File: src/hw/rtl/pplc_pkg.sv
package pplc_pkg;

   // Position / sequencer mode, also the lock_mode code on the result channel
   typedef enum logic [2:0] {
      MODE_ENGAGED     = 3'd0,
      MODE_DISENGAGED  = 3'd1,
      MODE_ENGAGING    = 3'd2,
      MODE_DISENGAGING = 3'd3,
      MODE_FAULT       = 3'd4,
      MODE_INIT        = 3'd5
   } mode_type;

   typedef enum logic [2:0] {
      FLT_NONE        = 3'd0,
      FLT_SENSOR      = 3'd1,
      FLT_ENG_BLOCKED = 3'd2,
      FLT_ENG_TIMEOUT = 3'd3,
      FLT_REL_BLOCKED = 3'd4,
      FLT_REL_TIMEOUT = 3'd5
   } fault_type;

   localparam int unsigned TIME_W  = 32;
   localparam int unsigned SPEED_W = 16;
   localparam int unsigned CSR_IDX_W  = 3;
   localparam int unsigned CSR_DATA_W = 32;

   // Register indexes
   localparam logic [CSR_IDX_W-1:0] CSR_MAX_MOVE_SPEED      = 3'd0;
   localparam logic [CSR_IDX_W-1:0] CSR_ENGAGE_PULSE_TIME   = 3'd1;
   localparam logic [CSR_IDX_W-1:0] CSR_ENGAGE_BUDGET_TIME  = 3'd2;
   localparam logic [CSR_IDX_W-1:0] CSR_RELEASE_PULSE_TIME  = 3'd3;
   localparam logic [CSR_IDX_W-1:0] CSR_RELEASE_BUDGET_TIME = 3'd4;

   // Calibration reset values
   localparam logic [SPEED_W-1:0] RST_MAX_MOVE_SPEED      = 16'd300;
   localparam logic [TIME_W-1:0]  RST_ENGAGE_PULSE_TIME   = 32'd200;
   localparam logic [TIME_W-1:0]  RST_ENGAGE_BUDGET_TIME  = 32'd500;
   localparam logic [TIME_W-1:0]  RST_RELEASE_PULSE_TIME  = 32'd200;
   localparam logic [TIME_W-1:0]  RST_RELEASE_BUDGET_TIME = 32'd500;

endpackage

File: src/hw/rtl/pplc_req_if.sv
interface pplc_req_if;
   import pplc_pkg::*;

   logic               valid;
   logic               ready;
   logic [TIME_W-1:0]  time_now;
   logic               engaged_contact;
   logic               released_contact;
   logic [SPEED_W-1:0] vehicle_speed;
   logic               engage_req;

   modport source (
      output valid, time_now, engaged_contact, released_contact, vehicle_speed, engage_req,
      input  ready
   );
   modport sink (
      input  valid, time_now, engaged_contact, released_contact, vehicle_speed, engage_req,
      output ready
   );
endinterface

File: src/hw/rtl/pplc_rsp_if.sv
interface pplc_rsp_if;
   logic       valid;
   logic       ready;
   logic       hold_drive;
   logic       release_drive;
   logic [2:0] lock_mode;
   logic [2:0] fault_code;
   logic       lock_engaged;

   modport source (
      output valid, hold_drive, release_drive, lock_mode, fault_code, lock_engaged,
      input  ready
   );
   modport sink (
      input  valid, hold_drive, release_drive, lock_mode, fault_code, lock_engaged,
      output ready
   );
endinterface

File: src/hw/rtl/park_pawl_lock_controller_core.sv
// Park pawl lock controller. Each req item is one tick: millisecond timestamp,
// the two position contacts, vehicle speed and the driver's engage request;
// each tick yields exactly one rsp item with the solenoid drives, lock mode,
// sticky fault code and reported engaged status. Contacts both set or both
// clear give a sensor fault with both solenoids off. A position change is
// refused (blocked fault) above max_move_speed; otherwise the matching
// solenoid is pulsed for the pulse time and a timeout fault is raised once
// the budget has run out (elapsed time wraps modulo 2^32). The fault code
// clears only on reset. Throughput is one item per clock unless rsp stalls.
// An accepted item passes from the input register to the result register,
// which forms its rsp item; the two registers frame the 32-bit subtract and
// compares. A stalled rsp holds the result register; an empty input register
// still takes one more item before req ready drops. The user must write the
// calibration registers through the csr port only while no item is in flight,
// which the block does not enforce; writes past the last index are dropped.
module park_pawl_lock_controller_core (
   input  logic                               clock,
   input  logic                               reset,
   pplc_req_if.sink                           req_ch,
   pplc_rsp_if.source                         rsp_ch,
   input  logic                               csr_write_enable,
   input  logic [pplc_pkg::CSR_IDX_W-1:0]     csr_index,
   input  logic [pplc_pkg::CSR_DATA_W-1:0]    csr_write_data
);
   import pplc_pkg::*;

   // ---------------- calibration registers ----------------
   logic [SPEED_W-1:0] max_speed_ff;
   logic [TIME_W-1:0]  eng_pulse_ff, eng_budget_ff, rel_pulse_ff, rel_budget_ff;

   always_ff @(posedge clock) begin
      if (reset) begin
         max_speed_ff  <= RST_MAX_MOVE_SPEED;
         eng_pulse_ff  <= RST_ENGAGE_PULSE_TIME;
         eng_budget_ff <= RST_ENGAGE_BUDGET_TIME;
         rel_pulse_ff  <= RST_RELEASE_PULSE_TIME;
         rel_budget_ff <= RST_RELEASE_BUDGET_TIME;
      end else if (csr_write_enable) begin
         case (csr_index)
            CSR_MAX_MOVE_SPEED:      max_speed_ff  <= csr_write_data[SPEED_W-1:0];
            CSR_ENGAGE_PULSE_TIME:   eng_pulse_ff  <= csr_write_data[TIME_W-1:0];
            CSR_ENGAGE_BUDGET_TIME:  eng_budget_ff <= csr_write_data[TIME_W-1:0];
            CSR_RELEASE_PULSE_TIME:  rel_pulse_ff  <= csr_write_data[TIME_W-1:0];
            CSR_RELEASE_BUDGET_TIME: rel_budget_ff <= csr_write_data[TIME_W-1:0];
            default: ;  // unmapped index, dropped
         endcase
      end
   end

   // ---------------- handshake / pipeline control ----------------
   logic s1_valid_ff, s1_valid_in;
   logic s2_valid_ff;
   logic advance;     // result register can take the item in stage 1
   logic req_fire;

   assign advance      = !s2_valid_ff || rsp_ch.ready;
   assign req_ch.ready = !s1_valid_ff || advance;
   assign req_fire     = req_ch.valid && req_ch.ready;
   assign s1_valid_in  = req_fire || (s1_valid_ff && !advance);

   // ---------------- input register ----------------
   logic [TIME_W-1:0]  s1_now_ff;
   logic               s1_eng_ff, s1_rel_ff, s1_want_ff;
   logic [SPEED_W-1:0] s1_speed_ff;

   always_ff @(posedge clock) begin
      if (reset) begin
         s1_valid_ff <= 1'b0;
      end else begin
         s1_valid_ff <= s1_valid_in;
      end
   end

   always_ff @(posedge clock) begin
      if (req_fire) begin
         s1_now_ff   <= req_ch.time_now;
         s1_eng_ff   <= req_ch.engaged_contact;
         s1_rel_ff   <= req_ch.released_contact;
         s1_speed_ff <= req_ch.vehicle_speed;
         s1_want_ff  <= req_ch.engage_req;
      end
   end

   // ---------------- controller state ----------------
   mode_type          mode_ff, mode_in;
   fault_type         fault_ff, fault_in;
   logic [TIME_W-1:0] start_ff, start_in;

   // ---------------- tick evaluation ----------------
   mode_type          observed, mode_cur, move_mode;
   logic [TIME_W-1:0] elapsed, pulse_time, budget_time;
   logic              contacts_bad, at_rest, slow_enough, pulse, timed_out;
   logic              hold_in, rel_drv_in, engaged_in;

   // shared terms: observed position, phase start, elapsed time
   always_comb begin
      contacts_bad = (s1_eng_ff == s1_rel_ff);
      at_rest      = (s1_want_ff == s1_eng_ff);
      observed     = s1_eng_ff ? MODE_ENGAGED : MODE_DISENGAGED;
      mode_cur     = (mode_ff == MODE_INIT) ? observed : mode_ff;
      move_mode    = s1_want_ff ? MODE_ENGAGING : MODE_DISENGAGING;
      pulse_time   = s1_want_ff ? eng_pulse_ff : rel_pulse_ff;
      budget_time  = s1_want_ff ? eng_budget_ff : rel_budget_ff;
      slow_enough  = (s1_speed_ff <= max_speed_ff);  // equal speed still moves
      start_in     = start_ff;
      if (!contacts_bad) begin
         // first good reading, or a move entering its phase, restarts the clock
         if (mode_ff == MODE_INIT || (!at_rest && slow_enough && mode_cur != move_mode)) begin
            start_in = s1_now_ff;
         end
      end
      elapsed   = s1_now_ff - start_in;  // wraps mod 2^32
      pulse     = (elapsed < pulse_time);
      timed_out = !pulse && (elapsed >= budget_time);
   end

   // next mode and sticky fault
   always_comb begin
      mode_in  = mode_ff;
      fault_in = fault_ff;
      if (contacts_bad) begin
         // contacts disagree with any real position
         fault_in = FLT_SENSOR;
         mode_in  = MODE_FAULT;
      end else if (at_rest) begin
         // at rest in requested position
         mode_in = observed;
      end else if (!slow_enough) begin
         // move refused, pawl stays where it is
         fault_in = s1_want_ff ? FLT_ENG_BLOCKED : FLT_REL_BLOCKED;
         mode_in  = observed;
      end else if (timed_out) begin
         fault_in = s1_want_ff ? FLT_ENG_TIMEOUT : FLT_REL_TIMEOUT;
         mode_in  = observed;
      end else begin
         mode_in = move_mode;
      end
   end

   // solenoid drives and reported position
   always_comb begin
      hold_in    = 1'b0;
      rel_drv_in = 1'b0;
      engaged_in = 1'b0;
      if (!contacts_bad) begin
         // engaging starts from released, releasing from engaged
         engaged_in = s1_eng_ff;
         if (!at_rest && slow_enough && !timed_out) begin
            hold_in    = s1_want_ff && pulse;
            rel_drv_in = !s1_want_ff && pulse;
         end
      end
   end

   // state commits when the item moves into the result register
   always_ff @(posedge clock) begin
      if (reset) begin
         mode_ff  <= MODE_INIT;
         fault_ff <= FLT_NONE;
         start_ff <= '0;
      end else if (s1_valid_ff && advance) begin
         mode_ff  <= mode_in;
         fault_ff <= fault_in;
         start_ff <= start_in;
      end
   end

   // ---------------- result register ----------------
   logic       hold_ff, rel_drv_ff, engaged_ff;
   logic [2:0] lock_mode_ff, fault_code_ff;

   always_ff @(posedge clock) begin
      if (reset) begin
         s2_valid_ff <= 1'b0;
      end else if (advance) begin
         s2_valid_ff <= s1_valid_ff;
      end
   end

   always_ff @(posedge clock) begin
      if (s1_valid_ff && advance) begin
         hold_ff       <= hold_in;
         rel_drv_ff    <= rel_drv_in;
         engaged_ff    <= engaged_in;
         lock_mode_ff  <= 3'(mode_in);
         fault_code_ff <= 3'(fault_in);
      end
   end

   assign rsp_ch.valid         = s2_valid_ff;
   assign rsp_ch.hold_drive    = hold_ff;
   assign rsp_ch.release_drive = rel_drv_ff;
   assign rsp_ch.lock_mode     = lock_mode_ff;
   assign rsp_ch.fault_code    = fault_code_ff;
   assign rsp_ch.lock_engaged  = engaged_ff;

endmodule
File: src/flat_wrapper.sv
// flat-port wrapper written by rule: the top's interface ports become plain ports
module park_pawl_lock_controller_core_flat import pplc_pkg::*;
  (clock, reset, csr_write_enable, csr_index, csr_write_data, req_ch_valid, req_ch_time_now, req_ch_engaged_contact, req_ch_released_contact, req_ch_vehicle_speed, req_ch_engage_req, req_ch_ready, rsp_ch_valid, rsp_ch_hold_drive, rsp_ch_release_drive, rsp_ch_lock_mode, rsp_ch_fault_code, rsp_ch_lock_engaged, rsp_ch_ready);
  pplc_req_if req_ch_i ();
  pplc_rsp_if rsp_ch_i ();
  input  logic clock;
  input  logic reset;
  input  logic csr_write_enable;
  input  logic [pplc_pkg::CSR_IDX_W-1:0] csr_index;
  input  logic [pplc_pkg::CSR_DATA_W-1:0] csr_write_data;
  input wire logic [$bits(req_ch_i.valid)-1:0] req_ch_valid;
  input wire logic [$bits(req_ch_i.time_now)-1:0] req_ch_time_now;
  input wire logic [$bits(req_ch_i.engaged_contact)-1:0] req_ch_engaged_contact;
  input wire logic [$bits(req_ch_i.released_contact)-1:0] req_ch_released_contact;
  input wire logic [$bits(req_ch_i.vehicle_speed)-1:0] req_ch_vehicle_speed;
  input wire logic [$bits(req_ch_i.engage_req)-1:0] req_ch_engage_req;
  output wire logic [$bits(req_ch_i.ready)-1:0] req_ch_ready;
  output wire logic [$bits(rsp_ch_i.valid)-1:0] rsp_ch_valid;
  output wire logic [$bits(rsp_ch_i.hold_drive)-1:0] rsp_ch_hold_drive;
  output wire logic [$bits(rsp_ch_i.release_drive)-1:0] rsp_ch_release_drive;
  output wire logic [$bits(rsp_ch_i.lock_mode)-1:0] rsp_ch_lock_mode;
  output wire logic [$bits(rsp_ch_i.fault_code)-1:0] rsp_ch_fault_code;
  output wire logic [$bits(rsp_ch_i.lock_engaged)-1:0] rsp_ch_lock_engaged;
  input wire logic [$bits(rsp_ch_i.ready)-1:0] rsp_ch_ready;
  assign req_ch_i.valid = req_ch_valid;
  assign req_ch_i.time_now = req_ch_time_now;
  assign req_ch_i.engaged_contact = req_ch_engaged_contact;
  assign req_ch_i.released_contact = req_ch_released_contact;
  assign req_ch_i.vehicle_speed = req_ch_vehicle_speed;
  assign req_ch_i.engage_req = req_ch_engage_req;
  assign req_ch_ready = req_ch_i.ready;
  assign rsp_ch_valid = rsp_ch_i.valid;
  assign rsp_ch_hold_drive = rsp_ch_i.hold_drive;
  assign rsp_ch_release_drive = rsp_ch_i.release_drive;
  assign rsp_ch_lock_mode = rsp_ch_i.lock_mode;
  assign rsp_ch_fault_code = rsp_ch_i.fault_code;
  assign rsp_ch_lock_engaged = rsp_ch_i.lock_engaged;
  assign rsp_ch_i.ready = rsp_ch_ready;
  park_pawl_lock_controller_core u_core (.clock(clock), .reset(reset), .req_ch(req_ch_i), .rsp_ch(rsp_ch_i), .csr_write_enable(csr_write_enable), .csr_index(csr_index), .csr_write_data(csr_write_data));
endmodule
File: config.mk
export PLATFORM = sky130hd
export DESIGN_NAME = park_pawl_lock_controller_core_flat
export DESIGN_NICKNAME = d
export VERILOG_FILES = /design/src/hw/rtl/pplc_pkg.sv /design/src/hw/rtl/pplc_req_if.sv /design/src/hw/rtl/pplc_rsp_if.sv /design/src/hw/rtl/park_pawl_lock_controller_core.sv /design/src/flat_wrapper.sv
export SDC_FILE = /design/constraint.sdc
export NUM_CORES = 1
export LEC_CHECK = 0
export BUFFER_PORTS_ARGS = -buffer_cell sky130_fd_sc_hd__buf_2
export CORE_UTILIZATION = 32
export CTS_BUF_LIST = sky130_fd_sc_hd__clkbuf_16
export DETAILED_ROUTE_END_ITERATION = 8
export GPL_TIMING_DRIVEN = 0
export PLACE_DENSITY_LB_ADDON = 0.05
export SLEW_MARGIN = 5
export SYNTH_ARGS = -nofsm -noshare
export SYNTH_HDL_FRONTEND = slang
export SYNTH_SLANG_ARGS = --single-unit
File: constraint.sdc
create_clock -name clock -period 7.2 [get_ports clock]
set_clock_uncertainty 0.1 [all_clocks]
set_input_delay 0.36 -clock clock [delete_from_list [all_inputs] [get_ports clock]]
set_output_delay 0.36 -clock clock [all_outputs]
set_load 0.01 [all_outputs]
## Word-level counts from Yosys, hierarchy flattened

Cells that the tools add are included.

- Input port bits: 91
- Word-level logic and storage cells: 77
- Register bits: 244
- Output and inout port bits: 11

- Reductions and logical operators: 27
- Bitwise gates (word level): 1
- Order comparisons: 3
- Eq/ne operators: 8
- $add $sub $neg: 1
- Multiplexer cells: 17

Operators by type and width:

| cell | number |
|---|---|
| $mux 32 | 4 |
| $mux 3 | 11 |
| $ge 32x32->1 | 1 |
| $lt 32x32->1 | 1 |
| $sub 32x32->32 | 1 |
| $le 16x16->1 | 1 |
| $reduce_and 2->1 | 5 |
| $logic_and 1x1->1 | 9 |
| $logic_not 1->1 | 7 |
| $eq 3x2->1 const B | 2 |
| $eq 3x3->1 const B | 2 |
| $logic_or 1x1->1 | 4 |
| $eq 3x1->1 const B | 1 |
| $logic_not 3->1 | 1 |
| $ne 3x3->1 | 1 |
| $eq 1x1->1 | 2 |
| $mux 1 | 2 |
| $reduce_or 2->1 | 1 |
| $not 1->1 | 1 |

## Depth between registers and ports, before layout

- Depth in word-level cells: 15
- Depth in mapped cells: 33
- Gate-level depth less buffers: 33

## Worst setup path before layout

Ideal clock, no wire load.

- Path type: register to register
- Start point: register u_core.s1_speed_ff[13]
- End point: register u_core.fault_ff[1]
- Data arrival time: 6773 ps
- Cell stages (with the launch flop): 30
- Required time: 7008 ps
- Buffers on the path: 1
- Period minus slack after synthesis: 6965 ps
- Slack: 235 ps
- Setup time: 92 ps
- Cells stage by stage: edfxtp_1 ha_1 nand4_1 nor4_2 nand4_1 o21a_1 a21oi_1 buf_2 mux2i_1 fa_1 a21oi_1 a2bb2oi_1 a21oi_1 o31a_1 a211oi_2 a221o_1 o31ai_4 a221oi_2 and4bb_1 a311o_1 ha_1 nand2_1 nor3_1 nand2_1 or3_1 a211o_1 a22oi_1 nor2_1 o31a_1 o32ai_1

- Longest elaborated chain between the ends: 14

Ends and longest elaborated chain:

| item | RTL line | text |
|---|---|---|
| start: declaration | park_pawl_lock_controller_core.sv:64 | `logic [SPEED_W-1:0] s1_speed_ff;` |
| start signal: assignment | park_pawl_lock_controller_core.sv:79 | `s1_speed_ff <= req_ch.vehicle_speed;` |
| $le 16x16->1 (*) | park_pawl_lock_controller_core.sv:104 | `slow_enough = (s1_speed_ff <= max_speed_ff);` |
| $logic_and 1x1->1 (2 in series) | park_pawl_lock_controller_core.sv:108 | `if (mode_ff == MODE_INIT \|\| (!at_rest && slow_enough && mode_cur != move_mode)) begin` |
| $logic_or 1x1->1 | park_pawl_lock_controller_core.sv:108 |  |
| $mux 32 | park_pawl_lock_controller_core.sv:108 |  |
| $mux 32 | park_pawl_lock_controller_core.sv:106 | `if (!contacts_bad) begin` |
| $sub 32x32->32 | park_pawl_lock_controller_core.sv:112 | `elapsed = s1_now_ff - start_in;` |
| $lt 32x32->1 | park_pawl_lock_controller_core.sv:113 | `pulse = (elapsed < pulse_time);` |
| $logic_not 1->1 | park_pawl_lock_controller_core.sv:114 | `timed_out = !pulse && (elapsed >= budget_time);` |
| $logic_and 1x1->1 | park_pawl_lock_controller_core.sv:114 |  |
| $mux 3 | park_pawl_lock_controller_core.sv:132 | `end else if (timed_out) begin` |
| $mux 3 (*) | park_pawl_lock_controller_core.sv:128 | `end else if (!slow_enough) begin` |
| $mux 3 (*) | park_pawl_lock_controller_core.sv:125 | `end else if (at_rest) begin` |
| $mux 3 (*) | park_pawl_lock_controller_core.sv:121 | `if (contacts_bad) begin` |
| end signal: assignment | park_pawl_lock_controller_core.sv:163 | `fault_ff <= fault_in;` |
| end: declaration | park_pawl_lock_controller_core.sv:86 | `fault_type fault_ff, fault_in;` |

Every way passes the cells marked *; elsewhere a longest branch is shown, timed or not.
A chain may end at the register's enable or synchronous reset.

## Final worst setup path

- Start point: register u_core.s1_speed_ff[11]
- End point: register u_core.fault_ff[1]

- Longest elaborated chain between the ends: 14

Ends and longest elaborated chain:

| item | RTL line | text |
|---|---|---|
| $le 16x16->1 (*) | park_pawl_lock_controller_core.sv:104 |  |
| $logic_and 1x1->1 (*) (2 in series) | park_pawl_lock_controller_core.sv:108 |  |
| $logic_or 1x1->1 (*) | park_pawl_lock_controller_core.sv:108 |  |
| $mux 32 (*) | park_pawl_lock_controller_core.sv:108 |  |
| $mux 32 (*) | park_pawl_lock_controller_core.sv:106 |  |
| via u_core.start_in[0] | park_pawl_lock_controller_core.sv:87 | `logic [TIME_W-1:0] start_ff, start_in;` |
| $sub 32x32->32 (*) | park_pawl_lock_controller_core.sv:112 |  |
| $lt 32x32->1 | park_pawl_lock_controller_core.sv:113 |  |
| $logic_not 1->1 | park_pawl_lock_controller_core.sv:114 |  |
| $logic_and 1x1->1 (*) | park_pawl_lock_controller_core.sv:114 |  |
| $mux 3 (*) | park_pawl_lock_controller_core.sv:132 |  |
| $mux 3 (*) | park_pawl_lock_controller_core.sv:128 |  |
| $mux 3 (*) | park_pawl_lock_controller_core.sv:125 |  |
| $mux 3 (*) | park_pawl_lock_controller_core.sv:121 |  |

The timed path passes the listed nets; every way through them passes the cells marked *.

==> results.txt <==
Post-synth EDFFs: 60
register area share after synthesis: 42.4%
CP Launch Type: flop
DRC: 0
Syn Area/Cell: 8.89 sq um
Setup CP Type: reg -> reg
P_sw: 1.30 mW
Wirelength per Cell: 18.6 microns
Comb power frac: 28.3%
CP bufs+invs: 3
GPL Wtd Cong: 0.866
clock power share: 35.6%
drt via density: 4.88
leakage: 6.54 nW
reg-to-reg setup timing slack: -0.15 ns
Crit-path slowest cell: edfxtp_1
worst hold start: csr_write_data[3]
crit path DAT: 7.73 ns
Die X: 203 microns
switching part of the total power: 31.3%
post-route ant nets: 0
Num CTS Buffers: 30
Layout area overhead: 28.0%
pins over their slew limit: 0
Max Freq: 0.136 GHz
initial DRC count: 623
CP required: 7.58 ns
Yosys Warn Count: 0
GRT overflow: 0
largest cells by area after synthesis: dfxtp_1 (28%), edfxtp_1 (14%), ha_1 (11%), nand2_1 (9.2%), mux2i_1 (7.3%)
crit path from: u_core.s1_speed_ff[11]
Initial Util: 32.5%
Port Buffer Count: 100
slew margin rel.: 27.7%
CP delay by family, top: compound AO/OA/AOI/OAI gates
clock root cell: clkbuf_16
detailed placement HPWL: 31,000 microns
share of the synthesized area in the top cell type: 28.5%
share of cells above drive strength 1: 14.5%
Max-cap violations: 0
Mapped Cells: 1,455
failing checks: negative setup slack
post-synth top area cell: dfxtp_1
Period minus WS final: 7.35 ns
Worst Hold Class: in -> reg
CTS H-tree depth: 1
status: finished, violations left
Clock Latency Late Sink: 0.57 ns
clock sink total: 244
drt first pass iters: 7
PnR worst setup slack: -0.148 ns
synthesized area: 12,900 sq um
endpoints failing setup: 9
Reg-to-Reg Start: u_core.s1_speed_ff[11]
synth cell count leaders: nand2_1 (317), dfxtp_1 (184), a21oi_1 (171)
core area: 39,800 sq um
nets@finish: 1,905
initial antenna violation count: 0
Ant. Diodes: 0
post-synthesis register bit count: 244
worst vdd ir: 0.184 mV
final worst-path cycle share: 102%
worst hold slack: 0.0542 ns
CP endpoint kind: flop
clk slew on worst S/H paths: 0.06 ns
Total GRT Usage: 20.3%
worst-path fanout max: 5
row count: 73
Final Hold Violating Endpoints: 0
Via Count: 11,001
most frequent cell after synthesis: nand2_1
Flop pwr share: 36.1%
clock buffer depth: 3
Yosys cell types: 69
die area: 41,200 sq um
syn_nets: 1,657
Main synth FF type: dfxtp_1
io pins: 102
first-pass GRT wire length: 63,600 microns
final wirelength: 41,900 microns
Slowest Stage Delay on Critical Path: 0.42 ns
largest net degree at the start of global routing: 29
CTS tree: yes
vias in the first global route: 10,762
Post-synth ARST share: 0%
Cell Pwr Density: 250 nW/um^2
unrepaired setup endpoints after global routing: yes
internal power: 2.84 mW
Power Total: 4.14 mW
Slew @ Worst Pin: 1.08 ns
Die Ht: 203 microns
final cells by class:
type                       count  area, sq um
buffer                        79          328
sequential                   244         5490
timing repair buffer         216         1610
inverter                      33          124
tap                          525          657
clock buffer                  32          801
fill                        4151        23300
clock inverter                24          160
multi-input combinational   1099         7400
placed cells by master (no fill, tap or decap), types with 6 or more instances in the layout:
cell             n
a211o_1          7
a211oi_1        35
a21o_1          40
a21oi_1        164
a21oi_2          6
and2_1           6
and3_1           7
buf_1            8
buf_2          103
buf_4           28
clkbuf_1        66
clkbuf_16       32
clkinv_1         7
clkinv_2         8
dfxtp_1        183
dlygate4sd3_1   84
edfxtp_1        60
ha_1           105
inv_1           36
mux2i_1         88
nand2_1        316
nand2b_1        11
nand3_1         13
nand3b_1        22
nand4_1         16
nor2_1          81
nor2b_1         13
nor3_1           6
o21a_1           7
o21ai_0         21
o21ai_1          7
o21ai_2          6
xnor2_1          9
xor2_1          12
final timing paths:
path,endpoint,cells after the start
max,u_core.fault_ff[1],32
min,u_core.eng_budget_ff[3],3
max reg2reg,u_core.fault_ff[1],32
min reg2reg,u_core.max_speed_ff[4],2
per-layer routing:
| layer | wire length (microns) | global-route usage [%] | vias up |
|---|---|---|---|
| met5 | 0 | 0 | - |
| met4 | 916 | 5.50 | 0 |
| met3 | 1350 | 2.12 | 47 |
| met2 | 18700 | 32.8 | 191 |
| met1 | 21000 | 28.5 | 5134 |
| li1 | - | - | 5629 |
power by group through the flow:
| stage | sequential, mW | combinational [mW] | clock [mW] |
|---|---|---|---|
| after global placement | 1.52 | 0.992 | 0 |
| final | 1.49 | 1.17 | 1.47 |
| after floorplan | 1.51 | 0.698 | 0 |
| after global routing | 1.50 | 1.30 | 1.57 |
| after CTS | 1.49 | 1.12 | 1.52 |
| after detailed placement | 1.52 | 0.999 | 0 |
kinds of logic (layout without fill, tap and decap cells):
| kind of cell | Yosys count | in the layout | share of synthesized area (%) |
|---|---|---|---|
| AOI/OAI and AO/OA | 344 | 344 | 16.5 |
| buffers and inverters | 112 | 384 | 3.30 |
| muxes | 97 | 97 | 7.53 |
| and+or+nand+nor | 520 | 520 | 17.6 |
| adders and majority gates | 111 | 111 | 10.8 |
| DFF | 244 | 244 | 42.4 |
| xor gates and xnor gates | 27 | 27 | 1.89 |
worst min-delay path: stages:
cell	delay [ns]
buf_2	0.18
nand2_1	0.08
a21oi_1	0.05
timing repair:
item | in CTS | in global routing
pin swaps | 39 | 32
endpoints found under the hold margin | 177 | 0
buffers inserted | 22 | 9
setup endpoints to repair | 12 | 12
resized for setup | 46 | 41
hold buffers | 84 | 0
stage by stage:
stage	util, %	worst slack [ns]	TNS (ns)	cell area, sq um	instances
final	41.6	-0.148	-0.645	16600	2252
after global routing	41.6	-0.418	-3.49	16600	2252
after CTS	40.9	-0.219	-1.59	16300	2243
after detailed placement	35.5	-1.80	-18.56	14100	2081
after global placement	35.4	-1.83	-19.04	14100	2080
after floorplan	-	0.235	0	12900	1455
flip-flops by register name (all words and copies together), names as in the netlist, 3 cells and up:
register,cells
u_core.start_ff,32
u_core.eng_budget_ff,32
u_core.rel_budget_ff,32
u_core.max_speed_ff,16
u_core.rsp_ch.lock_mode,3
u_core.s1_now_ff,32
u_core.eng_pulse_ff,32
u_core.fault_ff,3
u_core.rsp_ch.fault_code,3
u_core.rel_pulse_ff,32
u_core.s1_speed_ff,16
u_core.mode_ff,3
Note: power is estimated with default switching activity, not from simulation.
